===== src/design/tbhs_pkg.sv =====
package tbhs_pkg;

  localparam int unsigned CfgIdxW = 2;

  localparam logic [CfgIdxW-1:0] CFG_CALIB_COUNT  = 2'd0;
  localparam logic [CfgIdxW-1:0] CFG_ACCEL_WEIGHT = 2'd1;
  localparam logic [CfgIdxW-1:0] CFG_GYRO_GAIN    = 2'd2;
  localparam logic [CfgIdxW-1:0] CFG_DEAD_BAND    = 2'd3;

  localparam logic [1:0] ACT_CAL  = 2'd0;
  localparam logic [1:0] ACT_POS  = 2'd1;
  localparam logic [1:0] ACT_NEG  = 2'd2;
  localparam logic [1:0] ACT_HOLD = 2'd3;

  localparam logic [3:0] COIL_HOLD = 4'd8;

  typedef enum logic [6:0] {
    S_IDLE  = 7'b0000001,
    S_DIV   = 7'b0000010,
    S_CORD  = 7'b0000100,
    S_GYRO  = 7'b0001000,
    S_MIX   = 7'b0010000,
    S_FIN   = 7'b0100000,
    S_EMIT  = 7'b1000000
  } state_e;

  function automatic logic [21:0] atan_q16(input logic [4:0] idx);
    logic [21:0] v;
    case (idx)
      5'd0:  v = 22'd2949120;
      5'd1:  v = 22'd1740967;
      5'd2:  v = 22'd919879;
      5'd3:  v = 22'd466945;
      5'd4:  v = 22'd234379;
      5'd5:  v = 22'd117304;
      5'd6:  v = 22'd58666;
      5'd7:  v = 22'd29335;
      5'd8:  v = 22'd14668;
      5'd9:  v = 22'd7334;
      5'd10: v = 22'd3667;
      5'd11: v = 22'd1833;
      5'd12: v = 22'd917;
      5'd13: v = 22'd458;
      5'd14: v = 22'd229;
      5'd15: v = 22'd115;
      5'd16: v = 22'd57;
      5'd17: v = 22'd29;
      5'd18: v = 22'd14;
      5'd19: v = 22'd7;
      5'd20: v = 22'd4;
      5'd21: v = 22'd2;
      5'd22: v = 22'd1;
      default: v = 22'd0;
    endcase
    return v;
  endfunction

  function automatic logic [3:0] coil_of(input logic [2:0] ph);
    logic [3:0] c;
    case (ph)
      3'd0: c = 4'd1;
      3'd1: c = 4'd3;
      3'd2: c = 4'd2;
      3'd3: c = 4'd6;
      3'd4: c = 4'd4;
      3'd5: c = 4'd12;
      3'd6: c = 4'd8;
      3'd7: c = 4'd9;
      default: c = 4'd0;
    endcase
    return c;
  endfunction

endpackage


===== src/design/tilt_balance_half_step_drive_top.sv =====
// Channel   Direction  Handshake            Payload
// s_axis    in         tvalid / tready      tdata: accel_x, accel_z, gyro_x, gyro_y
// m_axis    out        tvalid / tready      tdata: tilt, action, coils; tuser: calibrating
// cfg       in         cfg_valid / ready    cfg_index, cfg_data
//
// A calibration request goes straight to the output stage, and the one that completes
// calibration first passes through the bit-serial offset divider.
// A tilt request passes through the iterative CORDIC unit, then the gyro, mix and finish steps.
// Reset is asynchronous and restores the register defaults and calibration state.
// A stalled result waits in the output register while the next request is accepted.
module tilt_balance_half_step_drive_top import tbhs_pkg::*; #(
  parameter int unsigned CORDIC_ITERATIONS = 16,
  parameter int unsigned SAMPLE_BITS       = 16
) (
  input  logic                                  clk_i,
  input  logic                                  rst_ni,
  input  logic                                  s_axis_tvalid_i,
  output logic                                  s_axis_tready_o,
  // accel_x, accel_z, gyro_x, gyro_y, zero padding
  input  logic [((4*SAMPLE_BITS+7)/8)*8-1:0]    s_axis_tdata_i,
  output logic                                  m_axis_tvalid_o,
  input  logic                                  m_axis_tready_i,
  // tilt_angle[16:0], action[18:17], motor_one_coils[22:19], motor_two_coils[26:23]
  output logic [31:0]                           m_axis_tdata_o,
  // calibrating
  output logic                                  m_axis_tuser_o,
  input  logic                                  cfg_valid_i,
  output logic                                  cfg_ready_o,
  input  logic [CfgIdxW-1:0]                    cfg_index_i,
  input  logic [16:0]                           cfg_data_i
);

  localparam int unsigned SB   = SAMPLE_BITS;
  localparam int unsigned XW   = SB + 3;
  localparam int unsigned ZW   = 26;
  localparam int unsigned RSW  = SB + 10;
  localparam int unsigned DCW  = $clog2(RSW + 1);
  localparam int unsigned PW   = SB + 18;
  localparam int unsigned LW   = ((SB + 4 > 17) ? SB + 4 : 17) + 1;
  localparam int unsigned SW   = LW + 19;
  localparam logic [4:0]  ITER_LAST = 5'(CORDIC_ITERATIONS - 1);

  state_e state_q, state_d;

  logic [9:0]  calib_count_q;
  logic [16:0] accel_weight_q;
  logic [15:0] gyro_gain_q;
  logic [15:0] dead_band_q;

  logic                  calib_done_q;
  logic [9:0]            acc_cnt_q;
  logic signed [RSW-1:0] rate_sum_q;
  logic signed [SB-1:0]  rate_off_q;
  logic signed [16:0]    filt_q;
  logic [2:0]            ph1_q, ph2_q;

  logic [RSW-1:0]        dvd_q;
  logic [10:0]           rem_q;
  logic                  neg_q;
  logic [DCW-1:0]        dcnt_q;

  logic signed [SB-1:0]  gy_q;
  logic signed [XW-1:0]  cx_q, cy_q;
  logic signed [ZW-1:0]  cz_q;
  logic                  zero_q;
  logic [4:0]            it_q;
  logic signed [16:0]    acc_q;

  logic signed [PW-1:0]  gprod_q;
  logic signed [34:0]    p1_q;
  logic signed [LW+17:0] p2_q;

  logic                  res_cal_q;
  logic [26:0]           res_q;
  logic                  out_valid_q;
  logic                  out_cal_q;
  logic [26:0]           out_q;

  logic signed [SB-1:0]  in_ax, in_az, in_gx, in_gy;
  logic                  in_fire;

  assign in_ax = s_axis_tdata_i[SB-1:0];
  assign in_az = s_axis_tdata_i[2*SB-1:SB];
  assign in_gx = s_axis_tdata_i[3*SB-1:2*SB];
  assign in_gy = s_axis_tdata_i[4*SB-1:3*SB];

  assign s_axis_tready_o = (state_q == S_IDLE);
  assign in_fire         = s_axis_tvalid_i && s_axis_tready_o;
  assign cfg_ready_o     = 1'b1;
  assign m_axis_tvalid_o = out_valid_q;
  assign m_axis_tuser_o  = out_cal_q;
  assign m_axis_tdata_o  = {5'd0, out_q};

  logic [9:0]            target;
  logic [9:0]            cnt_inc;
  logic signed [RSW-1:0] sum_inc;
  logic [RSW-1:0]        sum_abs;
  assign target  = (calib_count_q == 10'd0) ? 10'd1 : calib_count_q;
  assign cnt_inc = acc_cnt_q + 10'd1;
  assign sum_inc = rate_sum_q + RSW'(in_gy);
  assign sum_abs = sum_inc[RSW-1] ? RSW'(-sum_inc) : RSW'(sum_inc);

  logic [10:0] trial;
  logic        take;
  assign trial = {rem_q[9:0], dvd_q[RSW-1]};
  assign take  = trial >= {1'b0, acc_cnt_q};

  logic signed [XW-1:0] sx0, sy0, cdx, cdy;
  logic signed [ZW-1:0] sz0, catan, zr;
  always_comb begin
    sx0 = XW'(in_az);
    sy0 = XW'(in_ax);
    sz0 = '0;
    if (in_az < 0) begin
      if (in_ax >= 0) begin
        sx0 = XW'(in_ax);
        sy0 = -XW'(in_az);
        sz0 = ZW'(90 * 65536);
      end else begin
        sx0 = -XW'(in_ax);
        sy0 = XW'(in_az);
        sz0 = -ZW'(90 * 65536);
      end
    end
  end
  assign cdx   = cy_q >>> it_q;
  assign cdy   = cx_q >>> it_q;
  assign catan = ZW'({1'b0, atan_q16(it_q)});
  assign zr    = (cz_q + ZW'(128)) >>> 8;

  logic signed [16:0] cord_res;
  always_comb begin
    if (zero_q) begin
      cord_res = '0;
    end else if (zr > ZW'(46080)) begin
      cord_res = 17'sd46080;
    end else if (zr < -ZW'(46080)) begin
      cord_res = -17'sd46080;
    end else begin
      cord_res = zr[16:0];
    end
  end

  logic signed [SB:0]   gdiff;
  logic signed [PW-1:0] gprod;
  assign gdiff = (SB + 1)'(gy_q) - (SB + 1)'(rate_off_q);
  assign gprod = PW'(gdiff) * PW'($signed({1'b0, gyro_gain_q}));

  logic signed [LW-1:0] gstep, ls;
  logic signed [17:0]   w, wc;
  assign gstep = -LW'((gprod_q + PW'(32768)) >>> 16);
  assign ls    = LW'(filt_q) + gstep;
  assign w     = (accel_weight_q > 17'd65536) ? 18'sd65536 : $signed({1'b0, accel_weight_q});
  assign wc    = 18'sd65536 - w;

  logic signed [SW-1:0] mix, mixr;
  logic signed [16:0]   angle;
  assign mix  = SW'(p1_q) + SW'(p2_q) + SW'(32768);
  assign mixr = mix >>> 16;
  always_comb begin
    if (mixr > SW'(46080)) begin
      angle = 17'sd46080;
    end else if (mixr < -SW'(46080)) begin
      angle = -17'sd46080;
    end else begin
      angle = mixr[16:0];
    end
  end

  logic signed [17:0] band, angle18;
  assign band    = $signed({2'b0, dead_band_q});
  assign angle18 = 18'(angle);

  always_comb begin
    state_d = state_q;
    case (state_q)
      S_IDLE: begin
        if (in_fire) begin
          if (!calib_done_q) begin
            if ((in_gx != in_gy) && (cnt_inc >= target)) begin
              state_d = S_DIV;
            end else begin
              state_d = S_EMIT;
            end
          end else begin
            state_d = S_CORD;
          end
        end
      end
      S_DIV: begin
        if (dcnt_q == DCW'(RSW - 1)) begin
          state_d = S_EMIT;
        end
      end
      S_CORD: begin
        if (it_q == ITER_LAST) begin
          state_d = S_GYRO;
        end
      end
      S_GYRO: state_d = S_MIX;
      S_MIX:  state_d = S_FIN;
      S_FIN:  state_d = S_EMIT;
      S_EMIT: begin
        if (!out_valid_q || m_axis_tready_i) begin
          state_d = S_IDLE;
        end
      end
      default: state_d = S_IDLE;
    endcase
  end

  always_ff @(posedge clk_i or negedge rst_ni) begin
    if (!rst_ni) begin
      state_q        <= S_IDLE;
      calib_count_q  <= 10'd200;
      accel_weight_q <= 17'd52429;
      gyro_gain_q    <= 16'd5866;
      dead_band_q    <= 16'd256;
      calib_done_q   <= 1'b0;
      acc_cnt_q      <= '0;
      rate_sum_q     <= '0;
      rate_off_q     <= '0;
      filt_q         <= '0;
      ph1_q          <= '0;
      ph2_q          <= '0;
      out_valid_q    <= 1'b0;
    end else begin
      state_q <= state_d;
      if (cfg_valid_i) begin
        case (cfg_index_i)
          CFG_CALIB_COUNT:  calib_count_q  <= cfg_data_i[9:0];
          CFG_ACCEL_WEIGHT: accel_weight_q <= cfg_data_i;
          CFG_GYRO_GAIN:    gyro_gain_q    <= cfg_data_i[15:0];
          CFG_DEAD_BAND:    dead_band_q    <= cfg_data_i[15:0];
          default: ;
        endcase
      end
      if (in_fire && !calib_done_q && (in_gx != in_gy)) begin
        acc_cnt_q  <= cnt_inc;
        rate_sum_q <= sum_inc;
      end
      if (state_q == S_DIV && dcnt_q == DCW'(RSW - 1)) begin
        calib_done_q <= 1'b1;
        rate_off_q   <= neg_q ? -SB'({dvd_q[RSW-2:0], take}) : SB'({dvd_q[RSW-2:0], take});
      end
      if (state_q == S_FIN) begin
        filt_q <= angle;
        if (angle18 > band) begin
          ph1_q <= ph1_q - 3'd1;
          ph2_q <= ph2_q + 3'd1;
        end else if (angle18 < -band) begin
          ph1_q <= ph1_q + 3'd1;
          ph2_q <= ph2_q - 3'd1;
        end
      end
      if (state_q == S_EMIT && (!out_valid_q || m_axis_tready_i)) begin
        out_valid_q <= 1'b1;
      end else if (m_axis_tready_i) begin
        out_valid_q <= 1'b0;
      end
    end
  end

  always_ff @(posedge clk_i) begin
    if (in_fire) begin
      gy_q      <= in_gy;
      cx_q      <= sx0;
      cy_q      <= sy0;
      cz_q      <= sz0;
      zero_q    <= (in_ax == 0) && (in_az == 0);
      it_q      <= '0;
      dvd_q     <= sum_abs;
      neg_q     <= sum_inc[RSW-1];
      rem_q     <= '0;
      dcnt_q    <= '0;
      res_cal_q <= 1'b1;
      res_q     <= {4'd0, 4'd0, ACT_CAL, 17'd0};
    end
    if (state_q == S_DIV) begin
      dvd_q  <= {dvd_q[RSW-2:0], take};
      rem_q  <= take ? (trial - {1'b0, acc_cnt_q}) : trial;
      dcnt_q <= dcnt_q + DCW'(1);
    end
    if (state_q == S_CORD) begin
      it_q <= it_q + 5'd1;
      if (cy_q >= 0) begin
        cx_q <= cx_q + cdx;
        cy_q <= cy_q - cdy;
        cz_q <= cz_q + catan;
      end else begin
        cx_q <= cx_q - cdx;
        cy_q <= cy_q + cdy;
        cz_q <= cz_q - catan;
      end
    end
    if (state_q == S_GYRO) begin
      acc_q   <= cord_res;
      gprod_q <= gprod;
    end
    if (state_q == S_MIX) begin
      p1_q <= 35'(w) * 35'(acc_q);
      p2_q <= (LW + 18)'(wc) * (LW + 18)'(ls);
    end
    if (state_q == S_FIN) begin
      res_cal_q <= 1'b0;
      if (angle18 > band) begin
        res_q <= {coil_of(ph2_q + 3'd1), coil_of(ph1_q - 3'd1), ACT_POS, angle};
      end else if (angle18 < -band) begin
        res_q <= {coil_of(ph2_q - 3'd1), coil_of(ph1_q + 3'd1), ACT_NEG, angle};
      end else begin
        res_q <= {COIL_HOLD, COIL_HOLD, ACT_HOLD, angle};
      end
    end
    if (state_q == S_EMIT && (!out_valid_q || m_axis_tready_i)) begin
      out_cal_q <= res_cal_q;
      out_q     <= res_q;
    end
  end

endmodule

===== config.mk =====
export PLATFORM = sky130hd
export DESIGN_NAME = tilt_balance_half_step_drive_top
export DESIGN_NICKNAME = d
export VERILOG_FILES = /design/src/design/tbhs_pkg.sv /design/src/design/tilt_balance_half_step_drive_top.sv
export SDC_FILE = /design/constraint.sdc
export NUM_CORES = 2
export LEC_CHECK = 0
export BUFFER_PORTS_ARGS = -buffer_cell sky130_fd_sc_hd__buf_2
export CORE_ASPECT_RATIO = 1.75
export CORE_UTILIZATION = 45
export CTS_CLUSTER_DIAMETER = 80
export DETAILED_ROUTE_END_ITERATION = 16
export PLACE_DENSITY_LB_ADDON = 0.25
export REMOVE_ABC_BUFFERS = 1
export SYNTH_ARGS = -nofsm -noshare
export SYNTH_HDL_FRONTEND = slang
export SYNTH_SLANG_ARGS = --single-unit

===== constraint.sdc =====
create_clock -name clk_i -period 18.24 [get_ports clk_i]
set_input_delay 1.824 -clock clk_i [delete_from_list [all_inputs] [get_ports clk_i]]
set_output_delay 1.824 -clock clk_i [all_outputs]
set_load 0.03 [all_outputs]

==> impl_metrics.prom <==
# TYPE chip_impl_metric gauge
chip_impl_info{name="synth_ff_type",value="sky130_fd_sc_hd__edfxtp_1"} 1
chip_impl_metric{name="drt_first_iter_violations",unit=""} 2688
chip_impl_info{name="outcome",value="complete, no violations"} 1
chip_impl_metric{name="ys.warnings.count",unit=""} 0
chip_impl_metric{name="h-tree-depth",unit=""} 2
chip_impl_metric{name="dpl.hpwl",unit="um"} 157300
chip_impl_metric{name="normalized_max_slew_margin",unit=""} 0.2323
chip_impl_metric{name="cell_count_after_synthesis",unit=""} 7258
chip_impl_metric{name="area_of_the_die",unit="mm^2"} 0.1498
chip_impl_metric{name="grt_antenna_before_repair",unit=""} 10
chip_impl_metric{name="post_cts_hold_buffer_count",unit=""} 0
chip_impl_metric{name="post_cts_resize_count",unit=""} 0
chip_impl_metric{name="dieHeight",unit="um"} 511.3
chip_impl_metric{name="num_vias",unit=""} 51323
chip_impl_metric{name="top_level_pins",unit=""} 124
chip_impl_info{name="critPathCaptureType",value="flop"} 1
chip_impl_metric{name="gp_routability_congestion",unit=""} 0.9764
chip_impl_metric{name="synth-edff-count",unit=""} 293
chip_impl_info{name="regToRegStartpoint",value="gprod_q[15]"} 1
chip_impl_metric{name="vias_per_cell",unit=""} 5.533
chip_impl_metric{name="placement.io_buffers",unit=""} 117
chip_impl_metric{name="grt_pass1_wl",unit="um"} 304100
chip_impl_metric{name="numCtsBuffers",unit=""} 48
chip_impl_metric{name="route.detailed.wl_per_inst",unit="um"} 20.82
chip_impl_metric{name="period_needed",unit="ns"} 10.54
chip_impl_metric{name="syn_avg_cell_area",unit="um^2"} 9.188
chip_impl_metric{name="core_area",unit="mm^2"} 0.1468
chip_impl_metric{name="std_cell_rows",unit=""} 186
chip_impl_info{name="clock_tree_from_tritoncts",value="yes"} 1
chip_impl_metric{name="worstHoldPathCells",unit=""} 0
chip_impl_metric{name="global_route.overflow_total",unit=""} 0
chip_impl_metric{name="cts.repair_timing.setup_buffer_count",unit=""} 0
chip_impl_metric{name="die_w",unit="um"} 293.0
chip_impl_metric{name="mappedNetlistArea",unit="mm^2"} 0.06669
chip_impl_metric{name="cp_data_arrival_time",unit="ns"} 10.98
chip_impl_info{name="critPathLaunchType",value="flop"} 1
chip_impl_metric{name="clkTransAtPathRegs",unit="ns"} 0.07
chip_impl_info{name="most_common_library_cell_in_the_layout_ignoring_fill_and_taps",value="sky130_fd_sc_hd__inv_1"} 1
chip_impl_metric{name="totalNegativeSetupSlack",unit="ns"} 0
chip_impl_metric{name="report.final.slew_viol_count",unit=""} 0
chip_impl_metric{name="worstRegToRegCells",unit=""} 36
chip_impl_info{name="worst_hold_path.endpoint",value="out_q[23]"} 1
chip_impl_metric{name="vias_in_the_first_global_route",unit=""} 55301
chip_impl_metric{name="timing.reg2reg.setup_slack",unit="ns"} 7.70
chip_impl_metric{name="report.final.hold_viol_count",unit=""} 0
chip_impl_info{name="rsz0062_at_grt",value="false"} 1
chip_impl_metric{name="critical_path_peak_fanout",unit=""} 7
chip_impl_metric{name="postSynth.asyncResetShare",unit=""} 0.3115
chip_impl_metric{name="slowest_delay",unit="ns"} 0.66
chip_impl_metric{name="start_util",unit=""} 0.4541
chip_impl_metric{name="drt_drc_violations_left",unit=""} 0
chip_impl_info{name="path_class",value="flop to flop"} 1
chip_impl_metric{name="synth.yosys.seq_area_share",unit=""} 0.1929
chip_impl_metric{name="seq_cells_post_synth",unit=""} 459
chip_impl_info{name="worstHoldStart",value="res_q[23]"} 1
chip_impl_info{name="cell_at_the_root_of_the_clock_tree",value="sky130_fd_sc_hd__clkbuf_16"} 1
chip_impl_metric{name="drt-total-wl",unit="um"} 193100
chip_impl_metric{name="max-clock-path-buffers",unit=""} 3
chip_impl_metric{name="worst_clock_skew",unit="ns"} 0.02864
chip_impl_metric{name="drt-pass1-iter-count",unit=""} 6
chip_impl_info{name="hold_path.class",value="flop to flop"} 1
chip_impl_metric{name="post-route-period-util",unit=""} 0.5780
chip_impl_metric{name="clock_insertion_delay_worst_skew",unit="ns"} 0.65
chip_impl_metric{name="clock-sinks",unit=""} 459
chip_impl_metric{name="grt_max_degree",unit=""} 87
chip_impl_info{name="layout_common_cells",value="1143 x sky130_fd_sc_hd__inv_1, 919 x sky130_fd_sc_hd__nand2_1, 885 x sky130_fd_sc_hd__fa_1, 596 x sky130_fd_sc_hd__ha_1, 418 x sky130_fd_sc_hd__nor2_1"} 1
chip_impl_metric{name="post_route_cells_drive_above_1_share",unit=""} 0.07006
chip_impl_metric{name="nNetsFinal",unit=""} 8823
chip_impl_metric{name="setup-violations-final",unit=""} 0
chip_impl_metric{name="track_usage",unit=""} 0.2625
chip_impl_metric{name="synth.distinct_cells",unit=""} 109
chip_impl_info{name="crit_path_top_delay_cell",value="sky130_fd_sc_hd__xnor2_1"} 1
chip_impl_metric{name="drv.max_cap_violation_count",unit=""} 0
chip_impl_metric{name="areaGrowthSynthToFinish",unit="%"} 6.959
chip_impl_info{name="critical-path-top-cell-by-count",value="sky130_fd_sc_hd__fa_1"} 1
chip_impl_metric{name="achievable-frequency",unit="GHz"} 0.09485
chip_impl_metric{name="worstMarginPinSlew",unit="ns"} 1.137
chip_impl_metric{name="worst_ep_required_time",unit="ns"} 18.68
chip_impl_metric{name="detail-route-antenna-nets",unit=""} 0
chip_impl_info{name="worstReg2RegEnd",value="p2_q[38]"} 1
[per-layer routing]
layer / wire [um] / vias up / global-route usage
li1: - / 23706 / -
met1: 64590 / 25725 / 0.2562
met2: 106800 / 1283 / 0.5133
met3: 6138 / 599 / 0.02240
met4: 15570 / 10 / 0.1789
met5: 55 / - / 0
[logic make-up (layout without fill, tap and decap cells)]
group / count (synthesis) / count (layout) / synth area share
AND/OR/NAND/NOR: 2262 / 2262 / 0.1601
other: 2 / 34 / 0.0001126
adder cells (fa/ha/maj): 1483 / 1483 / 0.3778
flip-flops: 459 / 459 / 0.1929
buffers and inverters: 1438 / 1449 / 0.08184
XOR/XNOR: 414 / 414 / 0.05437
AO/OA/AOI/OAI: 1056 / 1056 / 0.1031
multiplexers: 144 / 144 / 0.02985
[area by class of cell]
cell class	count	area, um^2
antenna	7	17.52
multi-input combinational	5386	48640
tap	1974	2470
clock buffer	66	1405
inverter	1147	4305
sequential	459	12860
timing repair buffer	212	1305
clock inverter	24	326.6
fill	13961	75520
[cells in the mapped netlist (23+ instances only)]
cell type	instances	area [um^2]
sky130_fd_sc_hd__nor2_1	419	1573
sky130_fd_sc_hd__fa_1	885	17720
sky130_fd_sc_hd__nand2_1	919	3450
sky130_fd_sc_hd__and2_1	253	1583
sky130_fd_sc_hd__dfxtp_1	23	460.4
sky130_fd_sc_hd__mux4_2	37	833.3
sky130_fd_sc_hd__or3_1	40	250.2
sky130_fd_sc_hd__nor4_1	32	200.2
sky130_fd_sc_hd__mux2i_1	40	400.4
sky130_fd_sc_hd__a211oi_1	32	240.2
sky130_fd_sc_hd__nor2b_1	90	563.0
sky130_fd_sc_hd__mux2_2	61	686.9
sky130_fd_sc_hd__ha_1	596	7457
sky130_fd_sc_hd__and3_1	82	513.0
sky130_fd_sc_hd__o21a_1	36	270.3
sky130_fd_sc_hd__nand4_1	38	237.7
sky130_fd_sc_hd__inv_1	1144	4294
sky130_fd_sc_hd__or2_2	24	150.1
sky130_fd_sc_hd__o21ai_0	244	1221
sky130_fd_sc_hd__a31oi_1	43	269.0
sky130_fd_sc_hd__clkbuf_1	255	957.2
sky130_fd_sc_hd__o31ai_1	35	262.8
sky130_fd_sc_hd__nor3_1	110	550.5
sky130_fd_sc_hd__o211ai_1	52	390.4
sky130_fd_sc_hd__a21oi_1	275	1376
sky130_fd_sc_hd__edfxtp_1	293	8798
sky130_fd_sc_hd__xnor2_1	258	2260
sky130_fd_sc_hd__dfrtp_1	121	3028
sky130_fd_sc_hd__nand2b_1	69	431.7
sky130_fd_sc_hd__o22ai_1	25	156.4
sky130_fd_sc_hd__nand3_1	117	585.6
sky130_fd_sc_hd__a21o_1	90	675.7
sky130_fd_sc_hd__xor2_1	156	1366
[worst max-delay path, delay by kind of cell (launching register included)]
family                   cells  cell delay (ns)
AO/OA/AOI/OAI               16             4.04
XOR/XNOR                     1             0.66
adder cells (fa/ha/maj)     10             4.41
buffers and inverters        4             0.23
flip-flops                   1             0.41
multiplexers                 1             0.14
AND/OR/NAND/NOR              4             0.41
[per-stage QoR]
| stage | setup slack, ns | cells | util | area [um^2] | hold slack, ns |
|---|---|---|---|---|---|
| after floorplan | 8.712 | 6992 | - | 65630 | 0.4003 |
| after detailed placement | 7.775 | 9178 | 0.4738 | 69580 | 0.4045 |
| after global placement | 8.006 | 9178 | 0.4738 | 69580 | 0.4013 |
| final | 7.697 | 9275 | 0.4857 | 71330 | 0.4105 |
| after global routing | 7.116 | 9271 | 0.4857 | 71320 | 0.4121 |
| after CTS | 7.742 | 9268 | 0.4856 | 71310 | 0.4136 |
[sequential cells by signal, summed over array words and instances (netlist names), 7 cells and up]
name and cells:
p2_q 39, p1_q 35, out_q 27, res_q 27, cz_q 26, dvd_q 26, rate_sum_q 26, catan 22
cx_q 19, cy_q 19, gprod_q 19, acc_q 17, accel_weight_q 17, filt_q 17, dead_band_q 16, gy_q 16
gyro_gain_q 16, rate_off_q 16, acc_cnt_q 10, calib_count_q 10, rem_q 10, state_q 7
[how the worst max path moves through the flow]
stage | start | cells past startpoint | end
CTS | gprod_q[15] | 36 | p2_q[38]
floorplan | accel_weight_q[16] | 30 | p2_q[38]
global placement | gprod_q[15] | 36 | p2_q[38]
global route | gprod_q[15] | 36 | p2_q[38]
detailed placement | gprod_q[15] | 36 | p2_q[38]
finish | gprod_q[15] | 36 | p2_q[38]
Power is not shown: default switching activity piles up to over one toggle a cycle in this logic, so the estimate is an artifact.
